## src/hdl/rmn_pkg.sv

```systemverilog
package rmn_pkg;

	// Number of color channels handled side by side
	localparam int LANES = 3;

	// Default sample format
	localparam int SAMPLE_WIDTH_DEF  = 24;
	localparam int FRACTION_BITS_DEF = 16;

	// Configuration register map
	localparam int CFG_INDEX_WIDTH = 3;
	typedef enum logic [CFG_INDEX_WIDTH-1:0] {
		REG_RED_LOW    = 3'd0,
		REG_RED_HIGH   = 3'd1,
		REG_GREEN_LOW  = 3'd2,
		REG_GREEN_HIGH = 3'd3,
		REG_BLUE_LOW   = 3'd4,
		REG_BLUE_HIGH  = 3'd5
	} reg_index_t;
	localparam int NUM_REGS = 6;

	// Result class of one channel, settled before the divider chain
	typedef enum logic [1:0] {
		CLS_ZERO = 2'd0,
		CLS_FULL = 2'd1,
		CLS_DIV  = 2'd2
	} cls_t;

	// Quotient bits: one divider cell per output bit
	localparam int BYTE_BITS = 8;
	localparam logic [BYTE_BITS-1:0] BYTE_MAX = 8'd255;

endpackage

```

## src/hdl/rgb_minmax_normalize_to_bytes.sv

```systemverilog
// Min-max normalization of RGB pixels to bytes. Each channel gives
// floor(255 * (value - low) / (high - low)), clamped to 0..255, and 0 when the
// channel's valid flag is low; a zero range counts as 1.0. One pixel is taken
// per clock while the output is not stalled, through two front-end stages, a
// chain of eight divider cells (one quotient bit each, all three channels in
// parallel) and the output register, all holding while a result waits unaccepted.
// Bounds go in via cfg (index 0..5: red low/high, green low/high, blue low/high);
// the user must write them only while idle, which the block does not enforce.
module rgb_minmax_normalize_to_bytes #(
	parameter int SAMPLE_WIDTH  = rmn_pkg::SAMPLE_WIDTH_DEF,
	parameter int FRACTION_BITS = rmn_pkg::FRACTION_BITS_DEF
) (
	input  logic                                             clk,
	input  logic                                             arst_n,
	input  logic                                             s_tvalid,
	output logic                                             s_tready,
	// red_value, red_valid, green_value, green_valid, blue_value, blue_valid
	input  logic [((3*(SAMPLE_WIDTH+1)+7)/8)*8-1:0]          s_tdata,
	output logic                                             m_tvalid,
	input  logic                                             m_tready,
	// red_byte, green_byte, blue_byte
	output logic [3*rmn_pkg::BYTE_BITS-1:0]                  m_tdata,
	input  logic                                             cfg_valid,
	output logic                                             cfg_ready,
	input  logic [rmn_pkg::CFG_INDEX_WIDTH-1:0]              cfg_index,
	input  logic [SAMPLE_WIDTH-1:0]                          cfg_data
);
	localparam int QW = SAMPLE_WIDTH + rmn_pkg::BYTE_BITS;
	localparam int NB = rmn_pkg::BYTE_BITS;
	localparam int NL = rmn_pkg::LANES;
	localparam int CW = SAMPLE_WIDTH + 1;

	logic                    en;
	logic [SAMPLE_WIDTH-1:0] regs_q [rmn_pkg::NUM_REGS];
	logic [1:0]              vld_s;
	logic [QW-1:0]           rem_c [NB+1][NL];
	logic [SAMPLE_WIDTH-1:0] div_c [NB+1][NL];
	logic [NB-1:0]           quo_c [NB+1][NL];
	rmn_pkg::cls_t           cls_c [NB+1][NL];
	logic [NB:0]             vld_c;
	logic [NB-1:0]           byte_c [NL];

	// Whole pipeline moves unless a result is held at the output
	assign en        = !m_tvalid || m_tready;
	assign s_tready  = en;
	assign cfg_ready = 1'b1;

	// Bound registers
	always_ff @(posedge clk or negedge arst_n) begin
		if (!arst_n) begin
			for (int r = 0; r < rmn_pkg::NUM_REGS; r += 2) begin
				regs_q[r]   <= '0;
				regs_q[r+1] <= SAMPLE_WIDTH'(1) << FRACTION_BITS;
			end
		end else if (cfg_valid && cfg_index < rmn_pkg::CFG_INDEX_WIDTH'(rmn_pkg::NUM_REGS)) begin
			regs_q[cfg_index] <= cfg_data;
		end
	end

	// Front end per channel
	for (genvar l = 0; l < NL; l++) begin : g_prep
		rmn_prep #(
			.SAMPLE_WIDTH (SAMPLE_WIDTH),
			.FRACTION_BITS(FRACTION_BITS)
		) u_prep (
			.clk     (clk),
			.en      (en),
			.value   (s_tdata[l*CW +: SAMPLE_WIDTH]),
			.ok      (s_tdata[l*CW + SAMPLE_WIDTH]),
			.low     (regs_q[2*l]),
			.high    (regs_q[2*l+1]),
			.dividend(rem_c[0][l]),
			.divisor (div_c[0][l]),
			.cls     (cls_c[0][l])
		);
		assign quo_c[0][l] = '0;
	end

	always_ff @(posedge clk or negedge arst_n) begin
		if (!arst_n) begin
			vld_s <= '0;
		end else if (en) begin
			vld_s <= {vld_s[0], s_tvalid};
		end
	end
	assign vld_c[0] = vld_s[1];

	// Divider chain, most significant quotient bit first
	for (genvar k = 0; k < NB; k++) begin : g_cell
		rmn_div_cell #(
			.SAMPLE_WIDTH(SAMPLE_WIDTH),
			.SHIFT       (NB-1-k)
		) u_cell (
			.clk   (clk),
			.arst_n(arst_n),
			.en    (en),
			.vld_i (vld_c[k]),
			.rem_i (rem_c[k]),
			.div_i (div_c[k]),
			.quo_i (quo_c[k]),
			.cls_i (cls_c[k]),
			.vld_q (vld_c[k+1]),
			.rem_q (rem_c[k+1]),
			.div_q (div_c[k+1]),
			.quo_q (quo_c[k+1]),
			.cls_q (cls_c[k+1])
		);
	end

	// Final byte select and output register
	always_comb begin
		for (int l = 0; l < NL; l++) begin
			case (cls_c[NB][l])
				rmn_pkg::CLS_FULL: byte_c[l] = rmn_pkg::BYTE_MAX;
				rmn_pkg::CLS_DIV:  byte_c[l] = quo_c[NB][l];
				default:           byte_c[l] = '0;
			endcase
		end
	end

	always_ff @(posedge clk) begin
		if (en) begin
			for (int l = 0; l < NL; l++) begin
				m_tdata[l*NB +: NB] <= byte_c[l];
			end
		end
	end

	always_ff @(posedge clk or negedge arst_n) begin
		if (!arst_n) begin
			m_tvalid <= 1'b0;
		end else if (en) begin
			m_tvalid <= vld_c[NB];
		end
	end

	// A result leaving the chain reaches the output register
	a_chain_to_out: assert property (@(posedge clk) disable iff (!arst_n)
		en && vld_c[NB] |=> m_tvalid)
		else $error("chain result lost at output");

	// A held result keeps the whole chain still
	a_hold_chain: assert property (@(posedge clk) disable iff (!arst_n)
		m_tvalid && !m_tready |=> $stable(vld_c) && $stable(vld_s))
		else $error("pipeline moved during output stall");

	// A clamped-high red class always yields 255
	a_full_byte: assert property (@(posedge clk) disable iff (!arst_n)
		en && cls_c[NB][0] == rmn_pkg::CLS_FULL |=> m_tdata[NB-1:0] == rmn_pkg::BYTE_MAX)
		else $error("full-scale red not 255");

endmodule

```

## src/hdl/rmn_prep.sv

```systemverilog
// Two-stage front end for one channel: offset and range, then classify
// and form the dividend 255 * num.
module rmn_prep #(
	parameter int SAMPLE_WIDTH  = rmn_pkg::SAMPLE_WIDTH_DEF,
	parameter int FRACTION_BITS = rmn_pkg::FRACTION_BITS_DEF
) (
	input  logic                                       clk,
	input  logic                                       en,
	input  logic signed [SAMPLE_WIDTH-1:0]             value,
	input  logic                                       ok,
	input  logic signed [SAMPLE_WIDTH-1:0]             low,
	input  logic signed [SAMPLE_WIDTH-1:0]             high,
	output logic [SAMPLE_WIDTH+rmn_pkg::BYTE_BITS-1:0] dividend,
	output logic [SAMPLE_WIDTH-1:0]                    divisor,
	output rmn_pkg::cls_t                              cls
);
	localparam int DW = SAMPLE_WIDTH + 1;
	localparam int QW = SAMPLE_WIDTH + rmn_pkg::BYTE_BITS;

	logic signed [DW-1:0] num_c, rng_c, num_fix, rng_fix;
	logic signed [DW-1:0] num_s1, rng_s1;
	logic                 ok_s1;
	logic [QW-1:0]        num_w;

	// Stage 1: signed differences, zero range replaced by 1.0, negative range negated along with the offset
	always_comb begin
		num_c = DW'(value) - DW'(low);
		rng_c = DW'(high) - DW'(low);
		if (rng_c == '0) begin
			rng_c = DW'(1) <<< FRACTION_BITS;
		end
		num_fix = num_c;
		rng_fix = rng_c;
		if (rng_c < 0) begin
			num_fix = -num_c;
			rng_fix = -rng_c;
		end
	end

	always_ff @(posedge clk) begin
		if (en) begin
			num_s1 <= num_fix;
			rng_s1 <= rng_fix;
			ok_s1  <= ok;
		end
	end

	// Stage 2: clamp class and dividend 256*num - num
	assign num_w = QW'(num_s1[SAMPLE_WIDTH-1:0]);

	always_ff @(posedge clk) begin
		if (en) begin
			if (!ok_s1 || num_s1 <= 0) begin
				cls <= rmn_pkg::CLS_ZERO;
			end else if (num_s1 >= rng_s1) begin
				cls <= rmn_pkg::CLS_FULL;
			end else begin
				cls <= rmn_pkg::CLS_DIV;
			end
			dividend <= (num_w << rmn_pkg::BYTE_BITS) - num_w;
			divisor  <= rng_s1[SAMPLE_WIDTH-1:0];
		end
	end

endmodule

```

## src/hdl/rmn_div_cell.sv

```systemverilog
// One restoring-division cell: settles quotient bit SHIFT for all lanes.
module rmn_div_cell #(
	parameter int SAMPLE_WIDTH = rmn_pkg::SAMPLE_WIDTH_DEF,
	parameter int SHIFT        = 0
) (
	input  logic                                       clk,
	input  logic                                       arst_n,
	input  logic                                       en,
	input  logic                                       vld_i,
	input  logic [SAMPLE_WIDTH+rmn_pkg::BYTE_BITS-1:0] rem_i [rmn_pkg::LANES],
	input  logic [SAMPLE_WIDTH-1:0]                    div_i [rmn_pkg::LANES],
	input  logic [rmn_pkg::BYTE_BITS-1:0]              quo_i [rmn_pkg::LANES],
	input  rmn_pkg::cls_t                              cls_i [rmn_pkg::LANES],
	output logic                                       vld_q,
	output logic [SAMPLE_WIDTH+rmn_pkg::BYTE_BITS-1:0] rem_q [rmn_pkg::LANES],
	output logic [SAMPLE_WIDTH-1:0]                    div_q [rmn_pkg::LANES],
	output logic [rmn_pkg::BYTE_BITS-1:0]              quo_q [rmn_pkg::LANES],
	output rmn_pkg::cls_t                              cls_q [rmn_pkg::LANES]
);
	localparam int QW = SAMPLE_WIDTH + rmn_pkg::BYTE_BITS;

	logic [QW:0] trial [rmn_pkg::LANES];

	// Trial subtract of the shifted divisor per lane
	always_comb begin
		for (int l = 0; l < rmn_pkg::LANES; l++) begin
			trial[l] = {1'b0, rem_i[l]} - ((QW+1)'(div_i[l]) << SHIFT);
		end
	end

	always_ff @(posedge clk) begin
		if (en) begin
			for (int l = 0; l < rmn_pkg::LANES; l++) begin
				div_q[l] <= div_i[l];
				cls_q[l] <= cls_i[l];
				if (!trial[l][QW]) begin
					rem_q[l] <= trial[l][QW-1:0];
					quo_q[l] <= quo_i[l] | (rmn_pkg::BYTE_BITS'(1) << SHIFT);
				end else begin
					rem_q[l] <= rem_i[l];
					quo_q[l] <= quo_i[l];
				end
			end
		end
	end

	// Valid marker travels with the data
	always_ff @(posedge clk or negedge arst_n) begin
		if (!arst_n) begin
			vld_q <= 1'b0;
		end else if (en) begin
			vld_q <= vld_i;
		end
	end

endmodule

```

## config.mk

```make
export PLATFORM = sky130hd
export DESIGN_NAME = rgb_minmax_normalize_to_bytes
export DESIGN_NICKNAME = d
export VERILOG_FILES = /design/src/hdl/rmn_pkg.sv /design/src/hdl/rgb_minmax_normalize_to_bytes.sv /design/src/hdl/rmn_prep.sv /design/src/hdl/rmn_div_cell.sv
export SDC_FILE = /design/constraint.sdc
export NUM_CORES = 2
export LEC_CHECK = 0
export ABC_AREA = 1
export BUFFER_PORTS_ARGS = -buffer_cell sky130_fd_sc_hd__buf_2
export CELL_PAD_IN_SITES_DETAIL_PLACEMENT = 1
export CELL_PAD_IN_SITES_GLOBAL_PLACEMENT = 2
export CORE_MARGIN = 1
export CORE_UTILIZATION = 30
export CTS_CLUSTER_DIAMETER = 60
export DETAILED_ROUTE_END_ITERATION = 16
export PLACE_DENSITY_LB_ADDON = 0.2
export SYNTH_ARGS = -nofsm -noshare
export SYNTH_HDL_FRONTEND = slang
export SYNTH_SLANG_ARGS = --single-unit
```

## constraint.sdc

```tcl
create_clock -name clk -period 56.5 [get_ports clk]
set_input_delay 2.825 -clock clk [delete_from_list [all_inputs] [get_ports clk]]
set_output_delay 2.825 -clock clk [all_outputs]
set_load 0.1 [all_outputs]
```

==> key figures <==
Placement
  – Pre-CTS WS: about 50000 ps
  – HPWL after DPL: 258000 um
  – Port Buf Inserts: 132
  – Placed Instance Area: 0.118 mm^2
  – Placer Congestion: 0.865

STA
  – Slew Limit Fails: 0
  – Final setup fails: 0
  – F_max: between 0.1 and 0.15 GHz
  – Tmin final: 6880 ps
  – Setup total negative slack: 0 ps
  – Clock Skew: 77.7 ps
  – Slew headroom: 0.181
  – Fin crit share: 0.122
  – Worst slew pin tran: 1230 ps
  – Final hold slack: between 300 and 400 ps
  – Final Worst Setup Slack: 49620 ps
  – Number of hold violations in the final report: 0
  – RSZ-0062 raised after global routing: false

Die
  – Die ar.: 0.375 mm^2
  – Die width: 612 um
  – Rows: 223
  – Core area: 0.370 mm^2
  – Die Height: just over 600 um
  – I/O Pins: 139
  – Initial Utilization: 0.302

Route
  – DRT iter0 DRCs: 3383
  – Vias: 83100
  – First drt pass iteration count: 5
  – ANT nets after route: 0
  – Vias per std cell: 4.67
  – DRT Wirelength: 314000 um
  – Final routed DRC violation total: 0
  – WL per Instance: 17.6 um

Synthesis
  – Unique masters post-synth: 77
  – Synth Warn #: 0
  – Synth Flop Type: edfxtp_1
  – FF+latch count, synth: 1838
  – Post-synth EDFFs: 1683
  – Avg Cell Area, Syn: 9.01 um^2
  – Cell area after synthesis: 0.112 mm^2
  – Post-synth ARST share: 0.0843
  – Post-synthesis sequential area ratio: 0.487
  – Gate Count Post-Synth: 12400
  – Mapped Nets: 13400

Setup path
  – Required @ worst endpoint: 53670 ps
  – Worst path max stage delay: 630 ps
  – Crit-path leading delay family: buffers and inverters
  – Crit Path Max Fanout: 40
  – Worst path bufs/invs: 3
  – Crit-path cells: buf_2 > inv_1 > nand2_4 > buf_2
  – WP data arrival: a little over 4000 ps
  – Critical path type: in -> out
  – Cell mode on critical path: buf_2
  – Critical path endpoint category: primary output
  – CP startpoint kind: input pin
  – Slowest cell on the critical path: buf_2

Layout
  – Layout cells sized above 1: 0.0597
  – Filler cells: 42600
  – Net total in the final layout: 13600
  – Register area: 0.0544 mm^2
  – Area grow syn2layout: 13.0%
  – Commonest non-fill, non-tap cell in the layout: nand2_1
  – Design area: 0.126 mm^2
  – Multi-input combinational cell area: 0.0496 mm^2
  – Most frequent cells in the layout: nand2_1 (2754), inv_1 (1838), edfxtp_1 (1683)

Clocking
  – CTS Buffer Depth: 4
  – Clock-pin slew on the worst setup and hold paths: 60 ps
  – CTS resizes: 0
  – Total setup buffers inserted after CTS: 0
  – CTS Root Cell: clkbuf_16
  – Worst skew pair latency: between 900 and 1000 ps
  – Sink Count: 1838
  – CTS H-tree depth: 4
  – CTS tree: built
  – CTS Buf Count: 240
  – # hold bufs at CTS: 0

Global route
  – Initial antenna violation count: 33
  – Pin count of the biggest net entering global routing: between 150 and 200
  – Global-route wire length before repair: 495000 um
  – Gr usage total: 0.166
  – Overflow after GRT: 0
  – Vias in the first global route: approximately 89000

Run status
  – Status: finished, final reports clean

Flow run
  – # Max-Cap Violations: 0

Hold path
  – Hold crit path type: reg -> reg
## kinds of logic (layout without fill, tap and decap cells)
family / count (synthesis) / in the layout / synth area share
muxes: 8 / 8 / 0.000807
buffers and inverters: 2011 / 2462 / 0.0689
and+or+nand+nor: 4681 / 4681 / 0.175
xor gates and xnor gates: 658 / 658 / 0.0523
AOI/OAI and AO/OA: 2314 / 2314 / 0.115
other: 1 / 16 / 0.0000336
DFF: 1838 / 1838 / 0.487
adders and majority gates: 882 / 882 / 0.101
## synthesized netlist by cell type, types with 6 or more instances
cell	number	area share
nand2_1	2756	0.093
inv_1	1838	0.062
edfxtp_1	1683	0.45
a21oi_1	910	0.041
o21ai_0	893	0.040
nor2_1	877	0.029
ha_1	855	0.096
nand3_1	465	0.021
xor2_1	359	0.028
xnor2_1	289	0.023
nand4_1	166	0.0093
nor3_1	164	0.0073
dfrtp_1	152	0.034
a31oi_1	95	0.0053
clkbuf_1	87	0.0029
or2_2	73	0.0041
o21ai_1	67	0.0030
a21o_1	59	0.0040
nor4_1	58	0.0032
buf_2	57	0.0026
nand3b_1	51	0.0034
o21a_1	49	0.0033
o21bai_1	38	0.0026
o211ai_1	33	0.0022
a211oi_1	30	0.0020
fa_1	27	0.0048
o21ai_2	23	0.0018
a21boi_0	22	0.0015
nand2_2	21	0.0012
o221ai_1	14	0.0011
a21boi_1	12	0.00081
buf_4	11	0.00074
nor2_2	10	0.00056
o31ai_1	10	0.00067
a21oi_2	9	0.00071
inv_2	9	0.00030
a2111oi_0	8	0.00063
a221oi_1	8	0.00063
mux2_2	8	0.00081
nand3_2	7	0.00063
xor2_2	7	0.0010
nor3b_1	6	0.00040
## layout make-up
| class | count | share of cell area |
|---|---|---|
| tap | 4950 | 0.0491 |
| clock inverter | 166 | 0.0143 |
| multi-input combinational | 8544 | 0.393 |
| inverter | 1849 | 0.0550 |
| sequential | 1838 | 0.431 |
| timing repair buffer | 168 | 0.00762 |
| antenna | 15 | 0.000297 |
| clock buffer | 279 | 0.0496 |
## worst register-to-register path: stages, from the launching register on
cell and delay [ps]:
dfrtp_1 410, nand2_4 430, buf_4 750, buf_4 830, buf_12 710, buf_4 1040
## layer usage
metal	up-vias	routed length (um)	track usage
met2	784	150000	0.292
met1	39300	147000	0.213
met4	0	10200	0.0465
met3	481	7110	0.0179
met5	-	0	0
li1	42500	-	-
## path summary, 6_finish.rpt
path	from	endpoint	slack, ps	depth (start not counted)
max	m_tready	s_tready	49620	4
min	g_cell[5].u_cell.div_q[54]	g_cell[6].u_cell.div_q[54]	390	0
max reg2reg	m_tvalid	g_cell[6].u_cell.rem_q[17]	51810	5
max in group asynchronous	arst_n	regs_q[91]	53090	2
min in group asynchronous	arst_n	regs_q[142]	1920	1
min reg2reg	g_cell[5].u_cell.div_q[54]	g_cell[6].u_cell.div_q[54]	390	0
## metrics by stage
step / instances / util
after global placement: 17300 / 0.319
after floorplan: 12400 / -
after detailed placement: 17300 / 0.319
after global routing: 17800 / 0.341
final: 17800 / 0.341
after CTS: 17800 / 0.341
## flip-flops by register name, summed over array words and instances, names as in the netlist, 24 cells and up
name	count
m_tdata	24
g_prep.u_prep.num_s1	75
g_prep.u_prep.divisor	72
g_prep.u_prep.rng_s1	75
g_cell.u_cell.rem_q	672
g_cell.u_cell.cls_q	48
g_cell.u_cell.quo_q	108
regs_q	144
g_cell.u_cell.div_q	504
g_prep.u_prep.dividend	96
Power is not shown: default switching activity piles up to over one toggle a cycle in this logic, so the estimate is an artifact.
